`src/sv/mbde_pkg.sv`:
```
// Package with the shared constants, codes and types of the button debounce block.
`default_nettype none

package mbde_pkg;

	localparam int BUTTON_COUNT = 4;
	// Only four buttons have a line, an LED and an action code.
	localparam int BUTTON_LINES = (BUTTON_COUNT > 4) ? 4 : BUTTON_COUNT;
	localparam int LINE_COUNT   = 6;
	localparam int ACTIVE_LINES = 2 + BUTTON_LINES;
	localparam int TIME_W       = 32;
	localparam int MS_W         = 16;
	localparam int LED_W        = 4;
	localparam int ACTION_W     = 3;
	localparam int QUEUE_DEPTH  = 2;
	localparam int QPTR_W       = $clog2(QUEUE_DEPTH);
	localparam int QCNT_W       = $clog2(QUEUE_DEPTH + 1);
	localparam int ADDR_W       = 4;
	localparam int DATA_W       = 32;

	localparam logic [MS_W-1:0] DEBOUNCE_RESET = 16'd50;
	localparam logic [MS_W-1:0] CHORD_RESET    = 16'd50;

	// The action code of an event equals the index of its line.
	localparam logic [ACTION_W-1:0] ACT_RESTART = 3'd0;
	localparam logic [ACTION_W-1:0] ACT_SELECT  = 3'd1;
	localparam logic [ACTION_W-1:0] ACT_PREV    = 3'd2;
	localparam logic [ACTION_W-1:0] ACT_PLAY    = 3'd3;
	localparam logic [ACTION_W-1:0] ACT_NEXT    = 3'd4;
	localparam logic [ACTION_W-1:0] ACT_MENU    = 3'd5;

	localparam logic [1:0] REG_ENABLE   = 2'd0;
	localparam logic [1:0] REG_DEBOUNCE = 2'd1;
	localparam logic [1:0] REG_CHORD    = 2'd2;

	typedef struct packed {
		logic            enable;
		logic [MS_W-1:0] settle_ms;
		logic [MS_W-1:0] chord_window_ms;
	} cfg_t;

	// One poll with at least one event, as handed from the front to the back.
	typedef struct packed {
		logic [LINE_COUNT-1:0] emit;
		logic [LINE_COUNT-1:0] pressed;
		logic [TIME_W-1:0]     now_ms;
	} entry_t;

endpackage

`default_nettype wire

```
`src/sv/mbde_if.sv`:
```
// Handshake interfaces for the poll words and the event words.
`default_nettype none

interface mbde_poll_if import mbde_pkg::*; ();
	logic                  valid;
	logic                  ready;
	logic [TIME_W-1:0]     now_ms;
	logic [LINE_COUNT-1:0] line_levels;

	modport source (output valid, output now_ms, output line_levels, input ready);
	modport sink   (input valid, input now_ms, input line_levels, output ready);
endinterface

interface mbde_event_if import mbde_pkg::*; ();
	logic                valid;
	logic                ready;
	logic [ACTION_W-1:0] action;
	logic                pressed;
	logic [LED_W-1:0]    led_mask;
	logic                chord;
	logic                last;

	modport source (output valid, output action, output pressed, output led_mask,
		output chord, output last, input ready);
	modport sink   (input valid, input action, input pressed, input led_mask,
		input chord, input last, output ready);
endinterface

`default_nettype wire

```
`src/sv/mbde_front.sv`:
```
// Front end: debounces the six lines of each poll and marks the events it causes.
`default_nettype none

module mbde_front import mbde_pkg::*; (
	input  wire logic                  clk,
	input  wire logic                  arst_n,
	input  wire cfg_t                  cfg,
	input  wire logic                  take,
	input  wire logic [TIME_W-1:0]     now_ms,
	input  wire logic [LINE_COUNT-1:0] line_levels,
	output logic                       push,
	output entry_t                     entry
);

	logic [LINE_COUNT-1:0] released_q;
	logic [TIME_W-1:0]     change_q [LINE_COUNT];
	logic [LINE_COUNT-1:0] acc;
	logic [TIME_W-1:0]     elapsed [LINE_COUNT];

	// Each line is an independent lane: one wrapping subtract and one compare.
	always_comb begin
		for (int i = 0; i < LINE_COUNT; i++) begin
			elapsed[i] = now_ms - change_q[i];
			acc[i] = cfg.enable && (i < ACTIVE_LINES) && (line_levels[i] != released_q[i])
				&& (elapsed[i] >= {{(TIME_W-MS_W){1'b0}}, cfg.settle_ms});
		end
	end

	always_comb begin
		entry.emit    = acc;
		// A restart release is recorded but makes no event.
		entry.emit[0] = acc[0] && !line_levels[0];
		entry.pressed = ~line_levels;
		entry.now_ms  = now_ms;
		push          = take && (entry.emit != '0);
	end

	always_ff @(posedge clk or negedge arst_n) begin
		if (!arst_n) begin
			released_q <= '1;
			for (int i = 0; i < LINE_COUNT; i++) change_q[i] <= '0;
		end else if (take) begin
			for (int i = 0; i < LINE_COUNT; i++) begin
				if (acc[i]) begin
					released_q[i] <= line_levels[i];
					change_q[i]   <= now_ms;
				end
			end
		end
	end

endmodule

`default_nettype wire

```
`src/sv/mbde_queue.sv`:
```
// Short queue of poll entries between the front end and the event sequencer.
`default_nettype none

module mbde_queue import mbde_pkg::*; (
	input  wire logic   clk,
	input  wire logic   arst_n,
	input  wire logic   push,
	input  wire entry_t wr_data,
	output logic        not_full,
	input  wire logic   pop,
	output logic        not_empty,
	output entry_t      rd_data
);

	entry_t              slot_q [QUEUE_DEPTH];
	logic [QPTR_W-1:0]   wr_ptr_q;
	logic [QPTR_W-1:0]   rd_ptr_q;
	logic [QCNT_W-1:0]   count_q;

	assign not_full  = (count_q != QCNT_W'(QUEUE_DEPTH));
	assign not_empty = (count_q != '0);
	assign rd_data   = slot_q[rd_ptr_q];

	always_ff @(posedge clk) begin
		if (push) slot_q[wr_ptr_q] <= wr_data;
	end

	always_ff @(posedge clk or negedge arst_n) begin
		if (!arst_n) begin
			wr_ptr_q <= '0;
			rd_ptr_q <= '0;
			count_q  <= '0;
		end else begin
			if (push) wr_ptr_q <= (wr_ptr_q == QPTR_W'(QUEUE_DEPTH - 1)) ? '0 : wr_ptr_q + 1'b1;
			if (pop)  rd_ptr_q <= (rd_ptr_q == QPTR_W'(QUEUE_DEPTH - 1)) ? '0 : rd_ptr_q + 1'b1;
			if (push && !pop)      count_q <= count_q + 1'b1;
			else if (pop && !push) count_q <= count_q - 1'b1;
		end
	end

endmodule

`default_nettype wire

```
`src/sv/mbde_back.sv`:
```
// Back end: issues the events of each poll in line order and tracks LEDs and the chord.
`default_nettype none

module mbde_back import mbde_pkg::*; (
	input  wire logic        clk,
	input  wire logic        arst_n,
	input  wire cfg_t        cfg,
	input  wire logic        head_valid,
	input  wire entry_t      head,
	output logic             pop,
	mbde_event_if.source     evt
);

	logic [LINE_COUNT-1:0] done_q;
	logic [LED_W-1:0]      led_q;
	logic                  held1_q;
	logic                  held3_q;
	logic [TIME_W-1:0]     t1_q;
	logic [TIME_W-1:0]     t3_q;
	logic                  valid_q;
	logic [ACTION_W-1:0]   action_q;
	logic                  pressed_q;
	logic [LED_W-1:0]      led_mask_q;
	logic                  chord_q;
	logic                  last_q;

	logic [LINE_COUNT-1:0] remaining;
	logic [LINE_COUNT-1:0] low_bit;
	logic [ACTION_W-1:0]   sel;
	logic                  is_last;
	logic                  pr;
	logic                  fire;
	logic [LED_W-1:0]      led_n;
	logic                  held1_n;
	logic                  held3_n;
	logic [TIME_W-1:0]     t1_n;
	logic [TIME_W-1:0]     t3_n;
	logic [TIME_W-1:0]     dist_a;
	logic [TIME_W-1:0]     dist_b;
	logic [TIME_W-1:0]     span;
	logic                  chord_n;

	always_comb begin
		remaining = head.emit & ~done_q;
		low_bit   = remaining & (~remaining + 1'b1);
		is_last   = ((remaining & ~low_bit) == '0);
		sel       = '0;
		for (int i = LINE_COUNT - 1; i >= 0; i--) begin
			if (remaining[i]) sel = ACTION_W'(i);
		end
		pr   = head.pressed[sel];
		fire = head_valid && (!valid_q || evt.ready);
		pop  = fire && is_last;
	end

	// State after the selected event; the chord is judged on that state.
	always_comb begin
		led_n   = led_q;
		held1_n = held1_q;
		held3_n = held3_q;
		t1_n    = t1_q;
		t3_n    = t3_q;
		if (sel >= ACT_PREV) led_n[2'(sel - ACT_PREV)] = pr;
		case (sel)
			ACT_RESTART: begin
				led_n = '0;
			end
			ACT_PREV: begin
				held1_n = pr;
				if (pr) t1_n = head.now_ms;
			end
			ACT_NEXT: begin
				held3_n = pr;
				if (pr) t3_n = head.now_ms;
			end
			default: begin
			end
		endcase
		dist_a  = t1_n - t3_n;
		dist_b  = t3_n - t1_n;
		span    = dist_a[TIME_W-1] ? dist_b : dist_a;
		chord_n = held1_n && held3_n
			&& (span <= {{(TIME_W-MS_W){1'b0}}, cfg.chord_window_ms});
	end

	always_ff @(posedge clk or negedge arst_n) begin
		if (!arst_n) begin
			done_q  <= '0;
			led_q   <= '0;
			held1_q <= 1'b0;
			held3_q <= 1'b0;
			t1_q    <= '0;
			t3_q    <= '0;
			valid_q <= 1'b0;
		end else begin
			if (fire) begin
				done_q  <= is_last ? '0 : (done_q | low_bit);
				led_q   <= led_n;
				held1_q <= held1_n;
				held3_q <= held3_n;
				t1_q    <= t1_n;
				t3_q    <= t3_n;
				valid_q <= 1'b1;
			end else if (evt.ready) begin
				valid_q <= 1'b0;
			end
		end
	end

	always_ff @(posedge clk) begin
		if (fire) begin
			action_q   <= sel;
			pressed_q  <= (sel == ACT_RESTART) ? 1'b1 : pr;
			led_mask_q <= led_n;
			chord_q    <= chord_n;
			last_q     <= is_last;
		end
	end

	assign evt.valid    = valid_q;
	assign evt.action   = action_q;
	assign evt.pressed  = pressed_q;
	assign evt.led_mask = led_mask_q;
	assign evt.chord    = chord_q;
	assign evt.last     = last_q;

endmodule

`default_nettype wire

```
`src/sv/multi_button_debounce_events_core.sv`:
```
// Top level of the multi-button debouncer with event output and its register port.
// Each poll word is taken while the two-entry queue has room, and a poll with no
// accepted event leaves no trace beyond its debounce state. Events leave through a
// one-word output register at up to one per cycle unless stalled, so a poll that causes
// n events (n up to six) holds the sequencer until all n are out; sustained throughput
// is set by that sequencer, one event per cycle, and the queue lets the front keep
// taking polls while earlier events wait to be taken. Registers: enable at byte 0, the
// debounce time at 4, chord_window_ms at 8; write them only while no poll is in flight.
`default_nettype none

module multi_button_debounce_events_core import mbde_pkg::*; (
	input  wire logic              clk,
	input  wire logic              arst_n,
	input  wire logic              psel,
	input  wire logic              penable,
	input  wire logic              pwrite,
	input  wire logic [ADDR_W-1:0] paddr,
	input  wire logic [DATA_W-1:0] pwdata,
	output logic      [DATA_W-1:0] prdata,
	output logic                   pready,
	mbde_poll_if.sink              poll,
	mbde_event_if.source           evt
);

	cfg_t   cfg_q;
	logic   take;
	logic   push;
	logic   pop;
	logic   not_full;
	logic   not_empty;
	entry_t wr_entry;
	entry_t head;

	assign pready = 1'b1;

	always_ff @(posedge clk or negedge arst_n) begin
		if (!arst_n) begin
			cfg_q.enable          <= 1'b0;
			cfg_q.settle_ms       <= DEBOUNCE_RESET;
			cfg_q.chord_window_ms <= CHORD_RESET;
		end else if (psel && penable && pwrite) begin
			case (paddr[3:2])
				REG_ENABLE:   cfg_q.enable          <= pwdata[0];
				REG_DEBOUNCE: cfg_q.settle_ms       <= pwdata[MS_W-1:0];
				REG_CHORD:    cfg_q.chord_window_ms <= pwdata[MS_W-1:0];
				default: begin
				end
			endcase
		end
	end

	always_comb begin
		case (paddr[3:2])
			REG_ENABLE:   prdata = {{(DATA_W-1){1'b0}}, cfg_q.enable};
			REG_DEBOUNCE: prdata = {{(DATA_W-MS_W){1'b0}}, cfg_q.settle_ms};
			REG_CHORD:    prdata = {{(DATA_W-MS_W){1'b0}}, cfg_q.chord_window_ms};
			default:      prdata = '0;
		endcase
	end

	assign poll.ready = not_full;
	assign take       = poll.valid && not_full;

	mbde_front u_front (
		.clk         (clk),
		.arst_n      (arst_n),
		.cfg         (cfg_q),
		.take        (take),
		.now_ms      (poll.now_ms),
		.line_levels (poll.line_levels),
		.push        (push),
		.entry       (wr_entry)
	);

	mbde_queue u_queue (
		.clk       (clk),
		.arst_n    (arst_n),
		.push      (push),
		.wr_data   (wr_entry),
		.not_full  (not_full),
		.pop       (pop),
		.not_empty (not_empty),
		.rd_data   (head)
	);

	mbde_back u_back (
		.clk        (clk),
		.arst_n     (arst_n),
		.cfg        (cfg_q),
		.head_valid (not_empty),
		.head       (head),
		.pop        (pop),
		.evt        (evt)
	);

endmodule

`default_nettype wire

```
`src/flat_wrapper.sv`:
```
// flat-port wrapper written by rule: the top's interface ports become plain ports
module multi_button_debounce_events_core_flat import mbde_pkg::*;
  (clk, arst_n, psel, penable, pwrite, paddr, pwdata, prdata, pready, poll_valid, poll_now_ms, poll_line_levels, poll_ready, evt_valid, evt_action, evt_pressed, evt_led_mask, evt_chord, evt_last, evt_ready);
  mbde_poll_if poll_i ();
  mbde_event_if evt_i ();
  input  wire logic clk;
  input  wire logic arst_n;
  input  wire logic psel;
  input  wire logic penable;
  input  wire logic pwrite;
  input  wire logic [ADDR_W-1:0] paddr;
  input  wire logic [DATA_W-1:0] pwdata;
  output logic      [DATA_W-1:0] prdata;
  output logic pready;
  input wire logic [$bits(poll_i.valid)-1:0] poll_valid;
  input wire logic [$bits(poll_i.now_ms)-1:0] poll_now_ms;
  input wire logic [$bits(poll_i.line_levels)-1:0] poll_line_levels;
  output wire logic [$bits(poll_i.ready)-1:0] poll_ready;
  output wire logic [$bits(evt_i.valid)-1:0] evt_valid;
  output wire logic [$bits(evt_i.action)-1:0] evt_action;
  output wire logic [$bits(evt_i.pressed)-1:0] evt_pressed;
  output wire logic [$bits(evt_i.led_mask)-1:0] evt_led_mask;
  output wire logic [$bits(evt_i.chord)-1:0] evt_chord;
  output wire logic [$bits(evt_i.last)-1:0] evt_last;
  input wire logic [$bits(evt_i.ready)-1:0] evt_ready;
  assign poll_i.valid = poll_valid;
  assign poll_i.now_ms = poll_now_ms;
  assign poll_i.line_levels = poll_line_levels;
  assign poll_ready = poll_i.ready;
  assign evt_valid = evt_i.valid;
  assign evt_action = evt_i.action;
  assign evt_pressed = evt_i.pressed;
  assign evt_led_mask = evt_i.led_mask;
  assign evt_chord = evt_i.chord;
  assign evt_last = evt_i.last;
  assign evt_i.ready = evt_ready;
  multi_button_debounce_events_core u_core (.clk(clk), .arst_n(arst_n), .psel(psel), .penable(penable), .pwrite(pwrite), .paddr(paddr), .pwdata(pwdata), .prdata(prdata), .pready(pready), .poll(poll_i), .evt(evt_i));
endmodule
```
`config.mk`:
```
export PLATFORM = sky130hd
export DESIGN_NAME = multi_button_debounce_events_core_flat
export DESIGN_NICKNAME = d
export VERILOG_FILES = /design/src/sv/mbde_pkg.sv /design/src/sv/mbde_if.sv /design/src/sv/mbde_front.sv /design/src/sv/mbde_queue.sv /design/src/sv/mbde_back.sv /design/src/sv/multi_button_debounce_events_core.sv /design/src/flat_wrapper.sv
export SDC_FILE = /design/constraint.sdc
export NUM_CORES = 1
export LEC_CHECK = 0
export ABC_AREA = 1
export BUFFER_PORTS_ARGS = -buffer_cell sky130_fd_sc_hd__clkbuf_2
export CORE_MARGIN = 2
export CORE_UTILIZATION = 45
export DETAILED_ROUTE_END_ITERATION = 8
export PLACE_DENSITY_LB_ADDON = 0.12
export SKIP_CTS_REPAIR_TIMING = 1
export SKIP_LAST_GASP = 1
export SLEW_MARGIN = 20
export SYNTH_ARGS = -nofsm -noshare
export SYNTH_HDL_FRONTEND = slang
export SYNTH_HIERARCHICAL = 1
export SYNTH_SLANG_ARGS = --single-unit
export TNS_END_PERCENT = 50
```
`constraint.sdc`:
```
create_clock -name clk -period 6.5 [get_ports clk]
set_input_delay 0.65 -clock clk [delete_from_list [all_inputs] [get_ports clk]]
set_output_delay 0.65 -clock clk [all_outputs]
set_load 0.03 [all_outputs]
```
### Word-level counts from Yosys, hierarchy flattened

Memory sizes are Yosys's and may differ from the RTL's.
Index checks and enable logic that the tools add are counted.
Widths: inputs -> output; s select.

* register bits: 322
* RAM bits: 88
* bits of input ports: 81
* output and inout bits: 45
* logic and storage cells: 150
* memories: 1

Memories
* u_core.u_queue.slot_q: words 2, bits a word 44, rd ports 1, clocked after memory_dff 0, write ports 1, RTL line mbde_queue.sv:15 `entry_t slot_q [QUEUE_DEPTH];`

* $add $sub $neg: 14
* $lt $le $gt $ge: 11
* equal/unequal tests: 11
* mux-type cells: 30
* bitwise operators: 8
* reduce and logical (&&, ||, !) cells: 45

Operators by type and width (number)
* $sub 32x32->32: 8
* $ge 32x16->1: 6
* $mux 32: 5
* $pmux 16 s3: 1
* $le 32x16->1: 1
* $logic_and 1x1->1: 24
* $not 6->6: 4
* $and 6x6->6: 3
* $mux 3: 6
* $reduce_and 2->1: 9
* $mux 1: 10
* $mux 4: 2
* $add 6x1->6 const B: 1
* $logic_not 6->1: 1
* $mux 6: 1
* $ne 1x1->1: 6
* $or 6x6->6: 1
* $reduce_bool 2->1: 3
* $reduce_bool 6->1: 1
* $bwmux 4: 1
* $logic_not 1->1: 4
* $lt 3x4->1 const B: 1
* $mux 2: 2
* $bmux 1 s3: 1
* other kinds (16): 17

### Longest topological paths before layout

* word-level depth: 16
* mapped depth: 53
* depth with buffers taken out: 47

### By module

Netlist, hierarchy kept.

Modules (own cells, without submodules)
* mbde_front: times used 1, cells an instance 4149, area each 25293.0 um^2
* mbde_back: times used 1, cells an instance 1217, area each 8305.5 um^2
* mbde_queue: times used 1, cells an instance 162, area each 3582.2 um^2
* multi_button_debounce_events_core: times used 1, cells an instance 224, area each 1716.6 um^2

### Least setup slack after synthesis

OpenSTA, ideal clock, no wires.

* kind: flip-flop to flip-flop
* from: reg u_core.u_queue.rd_ptr_q
* to: reg u_core.u_back.chord_q (netlist: u_core/u_back/evt.chord) (data pin)
* library setup time: 0.138 ns
* arrival: 6.024 ns
* data required time: 6.362 ns
* path slack: 0.338 ns
* cell stages (with the launch flop): 48
* buffers on the path: 6
* clock period less this slack: 6.162 ns
* cells stage by stage: dfrtp_1 > buf_6 > buf_12 > mux2_4 > nand2_2 > nand2_2 > inv_2 > nand2_4 > nor2_4 > nand3_4 > nand2_4 > buf_2 > inv_1 > clkbuf_1 > or2_2 > o21ai_0 > inv_1 > ha_1 > [12 not listed] > nand2_2 > buf_6 > buf_6 > o21ai_1 > xor2_1 > inv_1 > ha_1 > nand2_1 > nor2_1 > a211oi_1 > o221ai_1 > nand2_1 > o2111ai_1 > a21boi_0 > nand3_1 > nor2_1 > nand4_1 > nor2_1

RTL lines
* from (decl): RTL line mbde_queue.sv:17 `logic [QPTR_W-1:0] rd_ptr_q;`
* from (signal assigned): RTL line mbde_queue.sv:35 `if (pop) rd_ptr_q <= (rd_ptr_q == QPTR_W'(QUEUE_DEPTH - 1)) ? '0 : rd_ptr_q + 1'b1;`
* to (signal assigned): RTL line mbde_back.sv:115 `chord_q <= chord_n;`
* to (decl): RTL line mbde_back.sv:24 `logic chord_q;`

==> impl_results.md <==
- Worst-path clk slew: 0.07 ns
- Count of pins over their slew limit: 0
- Cell count after placement: 6963
- Die Wd: 298 µm
- CP max stage delay: 0.43 ns
- Seq/Total Area, Yosys: 0.277
- EDFF count, synth: 98
- DRT Pass-1 Iters: 8
- Post-layout nets: 6353
- Core area: 85400 µm²
- CP Launch Type: register
- Port bufs: 90
- Flop2flop setup slack: 0.15 ns
- Initial Util: 0.455
- Crit-path slowest cell: dfrtp_2
- CTS Buf Count: 50
- Final wirelength: 127 mm
- CTS Buffer Depth: 3
- Sequential cell area: 10800 µm²
- Status: completed
- RSZ-0062 raised after global routing: yes
- Hold Violations, Final: 0
- Layout Cells excl Fill: 7092
- ANT nets after route: 0
- Fillers: 8878
- Slew headroom: 0.417
- Warnings from Yosys: 6
- Die area: 88800 µm²
- Post-synth ARST share: 0.761
- # setup viols final: 0
- Worst-Margin Slew: 0.874 ns
- # H-tree levels: 2
- Multi-input logic area: 23600 µm²
- Row count: 107
- GP Congestion: 0.957
- Root Buffer: clkbuf_16
- Final period util: 0.978
- Grt ovf: 0
- Area Overhead vs Synth: 11.5%
- Max FO, Critical Path: 6
- Synthesized instance count: 5752
- Initial DRC Count: 2392
- Ys flop type: dfrtp_1
- CTS Sinks: 410
- Cell area after synthesis: 38900 µm²
- HP Class: in -> reg
- Layout cells sized above 1: 0.136
- Total GRT Usage: 0.277
- Required time worst endpoint: 7.02 ns
- WL per Instance: 17.9 µm
- Vias/cell: 5.07
- Synthesized flop and latch total: 410
- Antenna violations before repair: 0
- Worst setup margin: 0.146 ns
- HPWL Detailed: 100 mm
- Crit path time final: 6.35 ns
- Arrival @ worst endpoint: 6.87 ns
- Clock Skews: 0.0544 ns
- CTS tree: built
- Syn avg cell area: 6.76 µm²
- Unique cell type count in the Yosys netlist: 65
- Hold_ws: 0.215 ns
- Die Height: 298 µm
- Largest net degree at the start of global routing: 139
- First-pass GRT wire length: 193 mm
- Max-Cap Viols: 0
- Crit end category: register
- Routed via count: 36000
- Ports: 126
- Diode count: 0
- Max Clock Freq: 0.157 GHz
- Worst skew pair latency: 0.65 ns
- Residual DRC count: 0
- WS Path Type: reg -> reg
- Post-placement setup slack: -0.0982 ns
- Vias in the first global route: 34400
==> state kept, by name (all words and copies together) (netlist names) <==
name and cells:
u_core/cfg_q 33, u_core/u_back/evt.led_mask 4, u_core/u_queue/slot_q 88, u_core/u_front/change_q 192, u_core/u_back/done_q 6, u_core/u_queue/count_q 2, u_core/u_back/evt.action 3, u_core/u_back/led_q 4
u_core/u_queue/wr_ptr_q 1, u_core/u_back/t3_q 32, u_core/u_back/t1_q 32, u_core/u_back/evt.valid 1, u_core/u_queue/rd_ptr_q 1, u_core/u_back/evt.last 1, u_core/u_back/held3_q 1, u_core/u_back/held1_q 1
u_core/u_back/evt.pressed 1, u_core/u_back/evt.chord 1, u_core/u_front/released_q 6
==> placed cells by master (no fill, tap or decap), drive strengths merged, types with 130 or more instances in the layout <==
| cell | count |
|---|---|
| nand2 | 2016 |
| inv | 1068 |
| nor2 | 419 |
| o21ai | 391 |
| ha | 358 |
| dfrtp | 300 |
| a21oi | 238 |
| nand3 | 237 |
| clkbuf | 148 |
| buf | 130 |
==> logic make-up (layout without fill, tap and decap cells) <==
logic type	count (synthesis)	count (layout)	synth area share
adder cells (fa/ha/maj)	366	366	0.119
flip-flops	410	410	0.277
multiplexers	49	49	0.0184
XOR/XNOR	125	125	0.0283
buffers and inverters	1206	1384	0.132
AO/OA/AOI/OAI	725	725	0.111
other	2	17	0.000193
AND/OR/NAND/NOR	2869	2872	0.314
==> cell type report <==
| cell class | instances | share of cell area |
|---|---|---|
| Clock inverter | 36 | 0.0115 |
| Tap cell | 1144 | 0.0330 |
| Sequential cell | 410 | 0.248 |
| Clock buffer | 58 | 0.0314 |
| Timing Repair inverter | 1 | 0.000173 |
| Inverter | 1068 | 0.0928 |
| Multi-Input combinational cell | 4154 | 0.544 |
| Timing Repair Buffer | 221 | 0.0383 |
==> stage by stage <==
| step | area (µm²) | TNS (ns) | util |
|---|---|---|---|
| floorplan | 39000 | 0 | - |
| detailed placement | 40600 | -0.0982 | 0.475 |
| global route | 43400 | -0.210 | 0.508 |
| CTS | 42500 | -0.126 | 0.497 |
| finish | 43400 | 0 | 0.508 |
| global placement | 40600 | -0.0266 | 0.475 |
==> worst paths after layout <==
check	start	endpoint	depth (start not counted)
worst max-delay path	u_core/u_queue/rd_ptr_q$_DFFE_PN0P_	u_core/u_back/evt.chord$_DFFE_PP_	45
worst min-delay path	poll_line_levels[5]	u_core/u_front/released_q[5]$_DFFE_PN1P_	3
worst max register to register	u_core/u_queue/rd_ptr_q$_DFFE_PN0P_	u_core/u_back/evt.chord$_DFFE_PP_	45
worst min register to register	u_core/u_front/change_q[42]$_DFFE_PN0P_	u_core/u_front/change_q[42]$_DFFE_PN0P_	2
max in group asynchronous	arst_n	u_core/u_queue/rd_ptr_q$_DFFE_PN0P_	3
min in group asynchronous	arst_n	u_core/u_front/change_q[81]$_DFFE_PN0P_	2
==> layer usage <==
| layer | track usage | share of wire |
|---|---|---|
| met4 | 0.112 | 0.044 |
| met1 | 0.349 | 0.43 |
| met3 | 0.0221 | 0.037 |
| met2 | 0.490 | 0.49 |
| met5 | 0 | 0 |
==> critical path: cells and delay by family (launching register included) <==
family | cells | cell delay, ns
fa+ha+maj | 2 | 0.57
compound gates | 7 | 0.97
mux | 2 | 0.52
flops | 1 | 0.43
simple gates | 23 | 2.43
buf+inv | 10 | 1.14
xor+xnor | 1 | 0.14
==> cell usage after synthesis (all sizes together) (4+ instances only) <==
library cell	number	area (µm²)
nand2	2014	7910
a21o	8	60.1
mux2i	5	75.1
o21bai	26	195
inv	1066	4010
ha	358	4480
dfrtp	300	7510
edfxtp	98	2940
o211ai	15	113
a211oi	9	67.6
fa	8	160
a21oi	238	1220
nor2	419	1710
xnor2	11	96.3
nor4	5	43.8
o21ai	391	2360
clkbuf	35	135
buf	103	986
xor2	114	1010
a21boi	6	45.0
nand4	37	244
nand3	236	1300
dfstp	12	315
o31a	4	35.0
a31oi	8	50.1
o21a	13	97.6
nand3b	38	285
mux2	44	642
and2	20	128
nor3	57	335
or2	41	257
Power is left out: the tool's default activity adds up to more than one toggle a clock period on the data nets, which glitch-free logic cannot reach.
